===== src/design/c2e_pkg.sv =====
// Shared constants and helper functions for the calendar to epoch seconds block
package c2e_pkg;

   localparam int YEAR_W  = 15;
   localparam int YPOS_W  = 16;
   localparam int TOD_W   = 17;
   localparam int DAYB_W  = 10;
   localparam int DAYS_W  = 25;
   localparam int EPOCH_W = 40;
   localparam int PROD_W  = 42;
   localparam int YDAY_W  = 9;
   localparam int WDAY_W  = 3;
   localparam int MOD_W   = 27;
   localparam int QUART_W = 14;
   localparam int Q100_W  = 9;
   localparam int Q400_W  = 7;
   localparam int RECIP_W = 17;
   localparam int DPROD_W = YPOS_W + RECIP_W;

   // reciprocal constants, exact for any 16-bit unsigned operand
   localparam logic [RECIP_W-1:0] RECIP_100 = 17'd83887;
   localparam int                 SHIFT_100 = 23;
   localparam logic [RECIP_W-1:0] RECIP_400 = 17'd83887;
   localparam int                 SHIFT_400 = 25;

   localparam logic signed [YEAR_W-1:0] YEAR_LIMIT = 15'sd10000;
   localparam logic [3:0]               DECEMBER   = 4'd11;
   localparam logic [3:0]               FEBRUARY   = 4'd1;

   // year + 20000 keeps every year positive; 20000 is a multiple of 400
   localparam logic [YPOS_W-1:0] YPOS_BIAS  = 16'd21900;
   localparam logic [YPOS_W-1:0] EPOCH_YPOS = 16'd21970;
   // leap days removed by the bias plus leap days before 1970
   localparam logic signed [DAYS_W-1:0] DAYS_BIAS = 25'sd5327;
   localparam logic signed [DAYS_W-1:0] DAYS_PER_YEAR = 25'sd365;

   localparam logic [6:0]  SECS_PER_MINUTE = 7'd60;
   localparam logic [11:0] SECS_PER_HOUR   = 12'd3600;
   localparam logic signed [17:0] SECS_PER_DAY = 18'sd86400;

   // makes the day count positive and adds the Thursday offset of the epoch
   localparam logic [MOD_W-1:0] MOD7_BIAS = 27'd7340036;

   function automatic logic [YDAY_W-1:0] days_before(input logic [3:0] mon);
      logic [YDAY_W-1:0] d;
      unique case (mon)
         4'd0:    d = 9'd0;
         4'd1:    d = 9'd31;
         4'd2:    d = 9'd59;
         4'd3:    d = 9'd90;
         4'd4:    d = 9'd120;
         4'd5:    d = 9'd151;
         4'd6:    d = 9'd181;
         4'd7:    d = 9'd212;
         4'd8:    d = 9'd243;
         4'd9:    d = 9'd273;
         4'd10:   d = 9'd304;
         default: d = 9'd334;
      endcase
      return d;
   endfunction

   // 8 is 1 mod 7, so octal digits fold without changing the residue
   function automatic logic [WDAY_W-1:0] mod7(input logic [MOD_W-1:0] n);
      logic [5:0] s1;
      logic [3:0] s2;
      logic [3:0] s3;
      s1 = '0;
      for (int i = 0; i < MOD_W / 3; i++) begin
         s1 = s1 + 6'(n[3*i +: 3]);
      end
      s2 = 4'(s1[5:3]) + 4'(s1[2:0]);
      s3 = 4'(s2[3]) + 4'(s2[2:0]);
      return (s3 >= 4'd7) ? 3'(s3 - 4'd7) : s3[2:0];
   endfunction

endpackage


===== src/design/calendar_to_epoch_seconds.sv =====
// Five pipeline stages with valid bits: input register, quotients, day count, day
// seconds and weekday, result register. One transfer per cycle while rsp_stall is low;
// a stage loads whenever it is empty or its contents move on, so bubbles close up.
// The stage chain is set by the year divide, the day sum and the 86400 multiply.
// Reset clears the stage valid bits only; payload registers are not reset.
module calendar_to_epoch_seconds (
   input  logic                                clock,
   input  logic                                reset,
   input  logic                                req_valid,
   output logic                                req_stall,
   input  logic [5:0]                          req_second,
   input  logic [5:0]                          req_minute,
   input  logic [4:0]                          req_hour,
   input  logic [4:0]                          req_month_day,
   input  logic [3:0]                          req_month_index,
   input  logic signed [c2e_pkg::YEAR_W-1:0]   req_years_since_1900,
   output logic                                rsp_valid,
   input  logic                                rsp_stall,
   output logic signed [c2e_pkg::EPOCH_W-1:0]  rsp_epoch_seconds,
   output logic [c2e_pkg::YDAY_W-1:0]          rsp_day_of_year,
   output logic [c2e_pkg::WDAY_W-1:0]          rsp_day_of_week,
   output logic                                rsp_out_of_range
);

   // pipeline control
   logic [5:1] valid_ff;
   logic [5:1] valid_in;
   logic [6:1] load;

   always_comb begin
      load[6] = !rsp_stall;
      for (int j = 5; j >= 1; j--) begin
         load[j] = !valid_ff[j] || load[j+1];
      end
      valid_in[1] = load[1] ? req_valid : valid_ff[1];
      for (int j = 2; j <= 5; j++) begin
         valid_in[j] = load[j] ? valid_ff[j-1] : valid_ff[j];
      end
   end

   always_ff @(posedge clock) begin
      if (reset) begin
         valid_ff <= '0;
      end else begin
         valid_ff <= valid_in;
      end
   end

   assign req_stall = !load[1];
   assign rsp_valid = valid_ff[5];

   // stage 1: input register
   logic [5:0]                        s1_second_ff;
   logic [5:0]                        s1_minute_ff;
   logic [4:0]                        s1_hour_ff;
   logic [4:0]                        s1_mday_ff;
   logic [3:0]                        s1_month_ff;
   logic signed [c2e_pkg::YEAR_W-1:0] s1_year_ff;

   always_ff @(posedge clock) begin
      if (load[1]) begin
         s1_second_ff <= req_second;
         s1_minute_ff <= req_minute;
         s1_hour_ff   <= req_hour;
         s1_mday_ff   <= req_month_day;
         s1_month_ff  <= req_month_index;
         s1_year_ff   <= req_years_since_1900;
      end
   end

   logic [3:0]                        s1_mon_sat;
   logic signed [c2e_pkg::DAYB_W-1:0] s1_dayb;
   logic [c2e_pkg::TOD_W-1:0]         s1_tod;
   logic [c2e_pkg::YPOS_W-1:0]        s1_ypos;
   logic [c2e_pkg::YPOS_W-1:0]        s1_yprev;
   logic                              s1_oor;
   logic [c2e_pkg::Q100_W-1:0]        s1_q100;
   logic [c2e_pkg::Q400_W-1:0]        s1_q400;
   logic [c2e_pkg::Q100_W-1:0]        s1_lq100;
   logic [c2e_pkg::Q400_W-1:0]        s1_lq400;

   always_comb begin
      s1_mon_sat = (s1_month_ff > c2e_pkg::DECEMBER) ? c2e_pkg::DECEMBER : s1_month_ff;
      s1_dayb    = signed'(c2e_pkg::DAYB_W'(c2e_pkg::days_before(s1_mon_sat)))
                   + signed'(c2e_pkg::DAYB_W'(s1_mday_ff)) - 10'sd1;
      s1_tod     = c2e_pkg::TOD_W'(s1_second_ff)
                   + c2e_pkg::TOD_W'(s1_minute_ff) * c2e_pkg::TOD_W'(c2e_pkg::SECS_PER_MINUTE)
                   + c2e_pkg::TOD_W'(s1_hour_ff) * c2e_pkg::TOD_W'(c2e_pkg::SECS_PER_HOUR);
      s1_ypos    = c2e_pkg::YPOS_W'(s1_year_ff) + c2e_pkg::YPOS_BIAS;
      s1_yprev   = s1_ypos - 16'd1;
      s1_oor     = (s1_year_ff > c2e_pkg::YEAR_LIMIT) || (s1_year_ff < -c2e_pkg::YEAR_LIMIT);
   end

   c2e_div100 u_div_year (
      .value   (s1_ypos),
      .quot100 (s1_q100),
      .quot400 (s1_q400)
   );

   c2e_div100 u_div_prev (
      .value   (s1_yprev),
      .quot100 (s1_lq100),
      .quot400 (s1_lq400)
   );

   // stage 2: quotients
   logic [c2e_pkg::YPOS_W-1:0]        s2_ypos_ff;
   logic [c2e_pkg::Q100_W-1:0]        s2_q100_ff;
   logic [c2e_pkg::Q400_W-1:0]        s2_q400_ff;
   logic [c2e_pkg::QUART_W-1:0]       s2_lquart_ff;
   logic [c2e_pkg::Q100_W-1:0]        s2_lq100_ff;
   logic [c2e_pkg::Q400_W-1:0]        s2_lq400_ff;
   logic [c2e_pkg::TOD_W-1:0]         s2_tod_ff;
   logic signed [c2e_pkg::DAYB_W-1:0] s2_dayb_ff;
   logic                              s2_late_ff;
   logic                              s2_oor_ff;

   always_ff @(posedge clock) begin
      if (load[2]) begin
         s2_ypos_ff   <= s1_ypos;
         s2_q100_ff   <= s1_q100;
         s2_q400_ff   <= s1_q400;
         s2_lquart_ff <= s1_yprev[c2e_pkg::YPOS_W-1:2];
         s2_lq100_ff  <= s1_lq100;
         s2_lq400_ff  <= s1_lq400;
         s2_tod_ff    <= s1_tod;
         s2_dayb_ff   <= s1_dayb;
         s2_late_ff   <= s1_mon_sat > c2e_pkg::FEBRUARY - 4'd0 - 4'd0 ? 1'b1 : 1'b0;
         s2_oor_ff    <= s1_oor;
      end
   end

   logic [c2e_pkg::YPOS_W-1:0]        s2_rem100;
   logic [c2e_pkg::YPOS_W-1:0]        s2_rem400;
   logic                              s2_leap;
   logic signed [c2e_pkg::DAYB_W-1:0] s2_yday;
   logic signed [c2e_pkg::DAYS_W-1:0] s2_leaps;
   logic signed [c2e_pkg::DAYS_W-1:0] s2_yrel;
   logic signed [c2e_pkg::DAYS_W-1:0] s2_days;

   always_comb begin
      s2_rem100 = s2_ypos_ff - c2e_pkg::YPOS_W'(c2e_pkg::YPOS_W'(s2_q100_ff) * 16'd100);
      s2_rem400 = s2_ypos_ff - c2e_pkg::YPOS_W'(c2e_pkg::YPOS_W'(s2_q400_ff) * 16'd400);
      s2_leap   = (s2_ypos_ff[1:0] == 2'b00) && ((s2_rem100 != '0) || (s2_rem400 == '0));
      s2_yday   = s2_dayb_ff + signed'(c2e_pkg::DAYB_W'(s2_late_ff && s2_leap));
      s2_leaps  = signed'(c2e_pkg::DAYS_W'(s2_lquart_ff))
                  - signed'(c2e_pkg::DAYS_W'(s2_lq100_ff))
                  + signed'(c2e_pkg::DAYS_W'(s2_lq400_ff));
      s2_yrel   = signed'(c2e_pkg::DAYS_W'(s2_ypos_ff))
                  - signed'(c2e_pkg::DAYS_W'(c2e_pkg::EPOCH_YPOS));
      s2_days   = c2e_pkg::DAYS_W'(s2_yday) + s2_yrel * c2e_pkg::DAYS_PER_YEAR
                  + s2_leaps - c2e_pkg::DAYS_BIAS;
   end

   // stage 3: day count
   logic signed [c2e_pkg::DAYS_W-1:0] s3_days_ff;
   logic [c2e_pkg::TOD_W-1:0]         s3_tod_ff;
   logic [c2e_pkg::YDAY_W-1:0]        s3_yday_ff;
   logic                              s3_oor_ff;

   always_ff @(posedge clock) begin
      if (load[3]) begin
         s3_days_ff <= s2_days;
         s3_tod_ff  <= s2_tod_ff;
         s3_yday_ff <= s2_yday[c2e_pkg::YDAY_W-1:0];
         s3_oor_ff  <= s2_oor_ff;
      end
   end

   logic signed [c2e_pkg::PROD_W-1:0] s3_prod;
   logic [c2e_pkg::MOD_W-1:0]         s3_mod_in;
   logic [c2e_pkg::WDAY_W-1:0]        s3_wday;

   always_comb begin
      s3_prod   = s3_days_ff * c2e_pkg::SECS_PER_DAY;
      s3_mod_in = c2e_pkg::MOD_W'(s3_days_ff) + c2e_pkg::MOD7_BIAS;
      s3_wday   = c2e_pkg::mod7(s3_mod_in);
   end

   // stage 4: day seconds and weekday
   logic [c2e_pkg::EPOCH_W-1:0] s4_prod_ff;
   logic [c2e_pkg::TOD_W-1:0]   s4_tod_ff;
   logic [c2e_pkg::YDAY_W-1:0]  s4_yday_ff;
   logic [c2e_pkg::WDAY_W-1:0]  s4_wday_ff;
   logic                        s4_oor_ff;

   always_ff @(posedge clock) begin
      if (load[4]) begin
         s4_prod_ff <= s3_prod[c2e_pkg::EPOCH_W-1:0];
         s4_tod_ff  <= s3_tod_ff;
         s4_yday_ff <= s3_yday_ff;
         s4_wday_ff <= s3_wday;
         s4_oor_ff  <= s3_oor_ff;
      end
   end

   logic [c2e_pkg::EPOCH_W-1:0] s4_secs;
   logic [c2e_pkg::WDAY_W-1:0]  s4_wday;

   always_comb begin
      if (s4_oor_ff) begin
         s4_secs = '1;
         s4_wday = '0;
      end else begin
         s4_secs = s4_prod_ff + c2e_pkg::EPOCH_W'(s4_tod_ff);
         s4_wday = s4_wday_ff;
      end
   end

   // stage 5: result register
   logic [c2e_pkg::EPOCH_W-1:0] s5_secs_ff;
   logic [c2e_pkg::YDAY_W-1:0]  s5_yday_ff;
   logic [c2e_pkg::WDAY_W-1:0]  s5_wday_ff;
   logic                        s5_oor_ff;

   always_ff @(posedge clock) begin
      if (load[5]) begin
         s5_secs_ff <= s4_secs;
         s5_yday_ff <= s4_yday_ff;
         s5_wday_ff <= s4_wday;
         s5_oor_ff  <= s4_oor_ff;
      end
   end

   assign rsp_epoch_seconds = signed'(s5_secs_ff);
   assign rsp_day_of_year   = s5_yday_ff;
   assign rsp_day_of_week   = s5_wday_ff;
   assign rsp_out_of_range  = s5_oor_ff;

endmodule


===== src/design/c2e_div100.sv =====
// Constant divider: floor of a 16-bit year value by 100 and by 400
module c2e_div100 (
   input  logic [c2e_pkg::YPOS_W-1:0] value,
   output logic [c2e_pkg::Q100_W-1:0] quot100,
   output logic [c2e_pkg::Q400_W-1:0] quot400
);

   logic [c2e_pkg::DPROD_W-1:0] prod100;
   logic [c2e_pkg::DPROD_W-1:0] prod400;

   assign prod100 = c2e_pkg::DPROD_W'(value) * c2e_pkg::DPROD_W'(c2e_pkg::RECIP_100);
   assign prod400 = c2e_pkg::DPROD_W'(value) * c2e_pkg::DPROD_W'(c2e_pkg::RECIP_400);

   assign quot100 = prod100[c2e_pkg::SHIFT_100 +: c2e_pkg::Q100_W];
   assign quot400 = prod400[c2e_pkg::SHIFT_400 +: c2e_pkg::Q400_W];

endmodule


===== config.mk =====
export PLATFORM = sky130hd
export DESIGN_NAME = calendar_to_epoch_seconds
export DESIGN_NICKNAME = d
export VERILOG_FILES = /design/src/design/c2e_pkg.sv /design/src/design/calendar_to_epoch_seconds.sv /design/src/design/c2e_div100.sv
export SDC_FILE = /design/constraint.sdc
export NUM_CORES = 2
export LEC_CHECK = 0
export ABC_AREA = 1
export BUFFER_PORTS_ARGS = -buffer_cell sky130_fd_sc_hd__buf_4
export CAP_MARGIN = 20
export CORE_ASPECT_RATIO = 0.5
export CORE_MARGIN = 3
export CORE_UTILIZATION = 55
export DETAILED_ROUTE_END_ITERATION = 12
export PLACE_DENSITY_LB_ADDON = 0.1
export RECOVER_POWER = 100
export SETUP_SLACK_MARGIN = 0.05
export SLEW_MARGIN = 10
export SYNTH_ARGS = -nofsm -noshare
export SYNTH_HDL_FRONTEND = slang
export SYNTH_HIERARCHICAL = 1
export SYNTH_SLANG_ARGS = --single-unit

===== constraint.sdc =====
create_clock -name clock -period 11.28 [get_ports clock]
set_clock_uncertainty 0.05 [all_clocks]
set_input_delay 1.128 -clock clock [delete_from_list [all_inputs] [get_ports clock]]
set_output_delay 1.128 -clock clock [all_outputs]
set_load 0.02 [all_outputs]

* Yosys cells after proc, flatten, opt, wreduce, memory -nomap -nowiden
Memories as Yosys holds them, arrays and structs flattened. Index checks and enable logic that the tools add are counted.
Operators by class: reduce and logical (&&, ||, !) cells 19, $mul 8, $add $sub $neg 28, mux-type cells 3, order comparisons 5
Operators with widths (number):
- 16-bit by 17-bit multiplier with 32-bit output, second input constant | 2
- 40-bit by 17-bit adder with 40-bit output | 1
- 25-bit by 11-bit multiplier with 33-bit output, second input constant | 1
- 16-bit subtractor | 2
- 6-bit by 3-bit adder with 6-bit output | 5
- 25-bit by 24-bit adder with 26-bit output, second input constant | 1
- 10-bit by 25-bit adder with 25-bit output | 1
- 25-bit by 16-bit adder with 25-bit output | 1
- 17-bit by 10-bit multiplier with 25-bit output, second input constant | 1
- 25-bit by 14-bit subtractor with 25-bit output, second input constant | 1
- 13-bit by 17-bit adder with 17-bit output | 1
- 16-bit by 15-bit subtractor with 17-bit output, second input constant | 1
- 15-bit by 8-bit adder with 16-bit output | 1
- 16-bit by 15-bit adder with 16-bit output, second input constant | 1
- 16-bit logical NOT | 1
- 16-bit nonzero test | 1
- 16-bit by 1-bit subtractor with 16-bit output, second input constant | 1
- 15-bit > comparator, second input constant | 1
- 15-bit < comparator, second input constant | 1
- 14-bit by 9-bit subtractor with 15-bit output | 1
- 9-bit by 5-bit multiplier with 14-bit output, second input constant | 1
- 6-bit by 12-bit adder with 13-bit output | 1
- 5-bit by 8-bit multiplier with 13-bit output, second input constant | 1
- 7-bit by 5-bit multiplier with 12-bit output, second input constant | 1
- 19 further kinds | 33
Storage, ports and cells: register bits after elaboration 305, word-level logic and storage cells 98, input bits 45, ROM bits 144, memories 1
Memories:
- (name not given) | words 16, bits a word 9, read ports 1, clocked after Yosys merged registers in 0, write ports 0, line c2e_pkg.sv:46 | unique case (mon)

* Depth between registers and ports, before layout
depth in word-level cells 13, mapped depth 55

* Modules after synthesis
Netlist, hierarchy kept.
By module, submodules not included:
- calendar_to_epoch_seconds | cells an instance 2952, area an instance 28224.6 um^2, times used 1, seq. area each 9108.7 um^2
- c2e_div100 at u_div_prev | cells an instance 681, area an instance 5462.7 um^2, times used 1, seq. area each 0.0 um^2
- c2e_div100 at u_div_year | cells an instance 677, area an instance 5447.7 um^2, times used 1, seq. area each 0.0 um^2

* Worst setup path after synthesis
Ideal clock, no wire load.
kind register to register, start point reg s2_q100_ff[3] (netlist bit), end point reg s3_days_ff[23] (netlist bit) (data pin), setup slack 2336 ps, data arrival time 8629 ps, library setup time 265 ps, cell stages (with the launch flop) 51, required time 10965 ps, buffers on the path 0, cell sequence edfxtp_1 ha_1 ha_1 fa_1 ha_1 a21oi_1 nand2_1 a21oi_1 o21bai_1 nand2_1 nand2_1 a21oi_1 xor2_1 ha_1 nand2_1 inv_1 nand2_1 inv_1 (+15 left out) xor2_1 inv_1 fa_1 inv_1 fa_1 fa_1 fa_1 inv_1 fa_1 ha_1 ha_1 a21oi_1 o21ai_0 a21oi_1 nand2_1 a21oi_1 o21ai_0 xor2_1
On the way: cells in the longest elaborated chain, start to end 10
RTL lines:
- start: declaration | line calendar_to_epoch_seconds.sv:108 | logic [c2e_pkg::Q100_W-1:0] s2_q100_ff;
- start signal: assignment | line calendar_to_epoch_seconds.sv:121 | s2_q100_ff <= s1_q100;
- 9-bit by 5-bit multiplier with 14-bit output | line calendar_to_epoch_seconds.sv:142 | s2_rem100 = s2_ypos_ff - c2e_pkg::YPOS_W'(c2e_pkg::YPOS_W'(s2_q100_ff) * 16'd100);
- 16-bit subtractor | line calendar_to_epoch_seconds.sv:142
- 16-bit nonzero test | line calendar_to_epoch_seconds.sv:144 | s2_leap = (s2_ypos_ff[1:0] == 2'b00) && ((s2_rem100 != '0) || (s2_rem400 == '0));
- 1-bit logical OR | line calendar_to_epoch_seconds.sv:144
- 1-bit logical AND | line calendar_to_epoch_seconds.sv:144
- 1-bit logical AND | line calendar_to_epoch_seconds.sv:145 | s2_yday = s2_dayb_ff + signed'(c2e_pkg::DAYB_W'(s2_late_ff && s2_leap));
- 10-bit by 2-bit adder with 10-bit output | line calendar_to_epoch_seconds.sv:145
- 10-bit by 25-bit adder with 25-bit output | line calendar_to_epoch_seconds.sv:151 | s2_days = c2e_pkg::DAYS_W'(s2_yday) + s2_yrel * c2e_pkg::DAYS_PER_YEAR
- 25-bit by 16-bit adder with 25-bit output | line calendar_to_epoch_seconds.sv:152 | + s2_leaps - c2e_pkg::DAYS_BIAS;
- 25-bit by 14-bit subtractor with 25-bit output | line calendar_to_epoch_seconds.sv:152
- net s2_days (one bit) | line calendar_to_epoch_seconds.sv:139 | logic signed [c2e_pkg::DAYS_W-1:0] s2_days;
- end signal: assignment | line calendar_to_epoch_seconds.sv:163 | s3_days_ff <= s2_days;
- end: declaration | line calendar_to_epoch_seconds.sv:156 | logic signed [c2e_pkg::DAYS_W-1:0] s3_days_ff;
The timed path passes the listed nets, and every way through them passes these cells. A chain may end at the register's enable or synchronous reset.

* Final worst setup path
Same ends and word-level chain as after synthesis.

==> summary.txt <==
Outcome
  – Outcome: finished with violations
  – Failing checks: capacitance limit, slew limit

Placed design
  – Port-buffer cells: 99
  – GPL Wtd Cong: 0.938
  – DP HPWL: roughly 73000 um

Min path
  – Worst Min Path Start: s3_oor_ff
  – Worst Hold Endpoint: s4_oor_ff
  – HP Class: flop to flop
  – Hold Path Depth: 0

Drt
  – Final ANT Viol Nets: 0
  – DRT Wirelength: around 85000 um
  – Initial DRC count: roughly 1300
  – Drt drc: 0
  – WL per Instance: roughly 16 um
  – Avg Vias per Cell: slightly above 5
  – DR vias: ~27000
  – DR pass1 iterations: 8

Critical path
  – Crit. End Element: flop
  – Critical path's largest stage delay: 0.52 ns
  – CP required: between 10 and 15 ns
  – Critical-path top delay cell: fa_1
  – Worst Reg-to-Reg Cells: between 40 and 50
  – WP buf/inv: 4
  – CP startpoint: s2_q100_ff[3]
  – Reg-to-Reg Start: s2_q100_ff[3]
  – Crit path max-delay family: adder cells
  – CP most frequent cell: nand2_1
  – CP Max Fanout: 8
  – Reg2reg end: s3_days_ff[23]
  – Worst path arrival time: between 10 and 15 ns
  – R2R Setup Slk: around 1.2 ns
  – Critical path class: flop to flop
  – Worst Setup Start Kind: flop

Die
  – Core Rows: 68
  – I/O Pins: 100
  – Die X: about 380 um
  – Area of the die: between 0.07 and 0.08 mm2
  – Initial core utilization: 0.562
  – Core area: about 0.070 mm2
  – Die Y: roughly 190 um

STA
  – Post-layout min period: around 10 ns
  – Max Freq: about 99 MHz
  – TNS Setup: 0 ns
  – RSZ-0062 raised after global routing: false
  – Worst Tran Pin Value: between 3 and 4 ns
  – Fin. max-slew vios: roughly 320
  – # setup viols final: 0
  – Post-route clock period utilization: 0.897
  – Final hold vios: 0
  – Slew HR: -1.30

Layout
  – Ant diodes: 0
  – P&R area growth vs syn: 6.70%
  – Share of layout cells above drive strength 1: 0.0300
  – # nets final: between 5000 and 6000
  – Fill count: around 6300

Synth
  – Async set-reset flop share out of synthesis: 0
  – Post-synth top area cell: edfxtp_1
  – Area contributors post-synth: edfxtp_1 23%, ha_1 21%, fa_1 21%
  – Sequential share of the synthesized area: 0.233
  – Post-Syn Instances: approximately 4300
  – Most numerous cell in the Yosys netlist: inv_1
  – Synth Warn #: 6
  – Synth top cells by count: 1135 x inv_1, 669 x ha_1, 655 x nand2_1
  – Post-synth EDFFs: 300
  – Average cell area after synthesis: 9.08 um2
  – Synth Cell Area: 0.0391 mm2
  – Synthesized Nets: 5442
  – Register bit total from synthesis: 305
  – Post-synth cell types: roughly 50
  – Post-synth top flop: edfxtp_1
  – Area fraction of the dominant cell type after synthesis: 0.230

Clock tree
  – Clock Path Buffers: 3
  – # hold bufs at CTS: 0
  – Num CTS Buffers: 34
  – H-tree lvl count: 2
  – Root Buffer: clkbuf_16
  – CTS tree: built
  – Clock slew at the register clock pins of the worst setup and hold paths: about 0.060 ns
  – Num Clock Sinks: slightly above 300
  – Post-CTS setup buffers: 0
  – Skew-Pair Late Insertion Delay: roughly 0.57 ns
  – CTS resizes: 0

GRT
  – First-pass GRT wire length: 140000 um
  – Total gr overflow: 0
  – Antenna violations before repair: 1
  – Maximum number of pins on one net before global-route repair: between 60 and 70
  – Vias in the first global route: 27902
  – Total track usage: 0.233

Run
  – Max_cap viols: 6
-- placed cells by master, fill, tap and decap left out, drive strengths merged, types with 4 or more instances in the layout --
| cell | count |
|---|---|
| a31oi | 8 |
| clkbuf | 153 |
| a21oi | 197 |
| fa | 418 |
| nor4 | 8 |
| o21ai | 112 |
| o21bai | 15 |
| clkinv | 13 |
| xor2 | 122 |
| nand4 | 39 |
| or2 | 23 |
| o22ai | 4 |
| a21boi | 10 |
| xnor2 | 68 |
| nand3b | 6 |
| and2 | 7 |
| o2111ai | 4 |
| nor3 | 39 |
| ha | 669 |
| nand2 | 663 |
| edfxtp | 300 |
| nand3 | 166 |
| inv | 1141 |
| a21o | 28 |
| o221ai | 4 |
| nor2 | 223 |
| dfxtp | 5 |
-- cell families (layout without fill, tap and decap cells) --
group	Yosys count	in the layout	synth area share
AOI/OAI and AO/OA	394	394	0.0565
DFF	305	305	0.233
muxes	1	1	0.000288
buffers and inverters	1159	1314	0.113
and+or+nand+nor	1174	1174	0.127
xor gates and xnor gates	190	190	0.0427
adders and majority gates	1087	1087	0.428
-- final cells by class --
class | instances | area [um2] | area share
clock buffer | 42 | 891 | 0.0213
clock inverter | 18 | 180 | 0.00431
inverter | 1140 | 4280 | 0.103
multi-input combinational | 2846 | 25500 | 0.612
sequential | 305 | 9110 | 0.218
tap | 945 | 1180 | 0.0283
timing repair buffer | 114 | 572 | 0.0137
-- layer usage --
layer  track usage  routed length, um
met5             0                  0
met2         0.394              40000
met4        0.0492               1650
met1         0.320              39300
met3        0.0322               3520
-- state kept, by name, indices dropped and copies added, names as in the netlist, 10 cells and up --
signal / count
rsp_epoch_seconds: 40
s4_prod_ff: 33
s2_ypos_ff: 16
s3_days_ff: 25
s1_year_ff: 15
s2_tod_ff: 17
s3_tod_ff: 17
s2_lquart_ff: 14
s4_tod_ff: 17
s2_dayb_ff: 10
-- worst max path at each step --
| stage | endpoint | cells past startpoint |
|---|---|---|
| 3_3_place_gp | s3_days_ff[24] | 53 |
| 4_1_cts | s3_days_ff[23] | 51 |
| 6_report | s3_days_ff[23] | 49 |
| 2_1_floorplan | s3_days_ff[23] | 50 |
| 5_1_grt | s3_days_ff[23] | 49 |
| 3_5_place_dp | s3_days_ff[23] | 51 |
-- stage by stage --
stage                     hold WS, ns   util  instances  setup slack, ns  instance area (um2)
after floorplan                 0.350      -       4310             2.34                39100
after global placement          0.350  0.589       5350             1.37                41000
after detailed placement        0.355  0.589       5350             1.19                41000
after CTS                       0.348  0.604       5410             1.16                42100
after global routing            0.357  0.599       5410            0.188                41800
final                           0.349  0.599       5410             1.17                41800
Power is left out: the tool's default activity adds up to more than one toggle a clock period on the data nets, which glitch-free logic cannot reach.
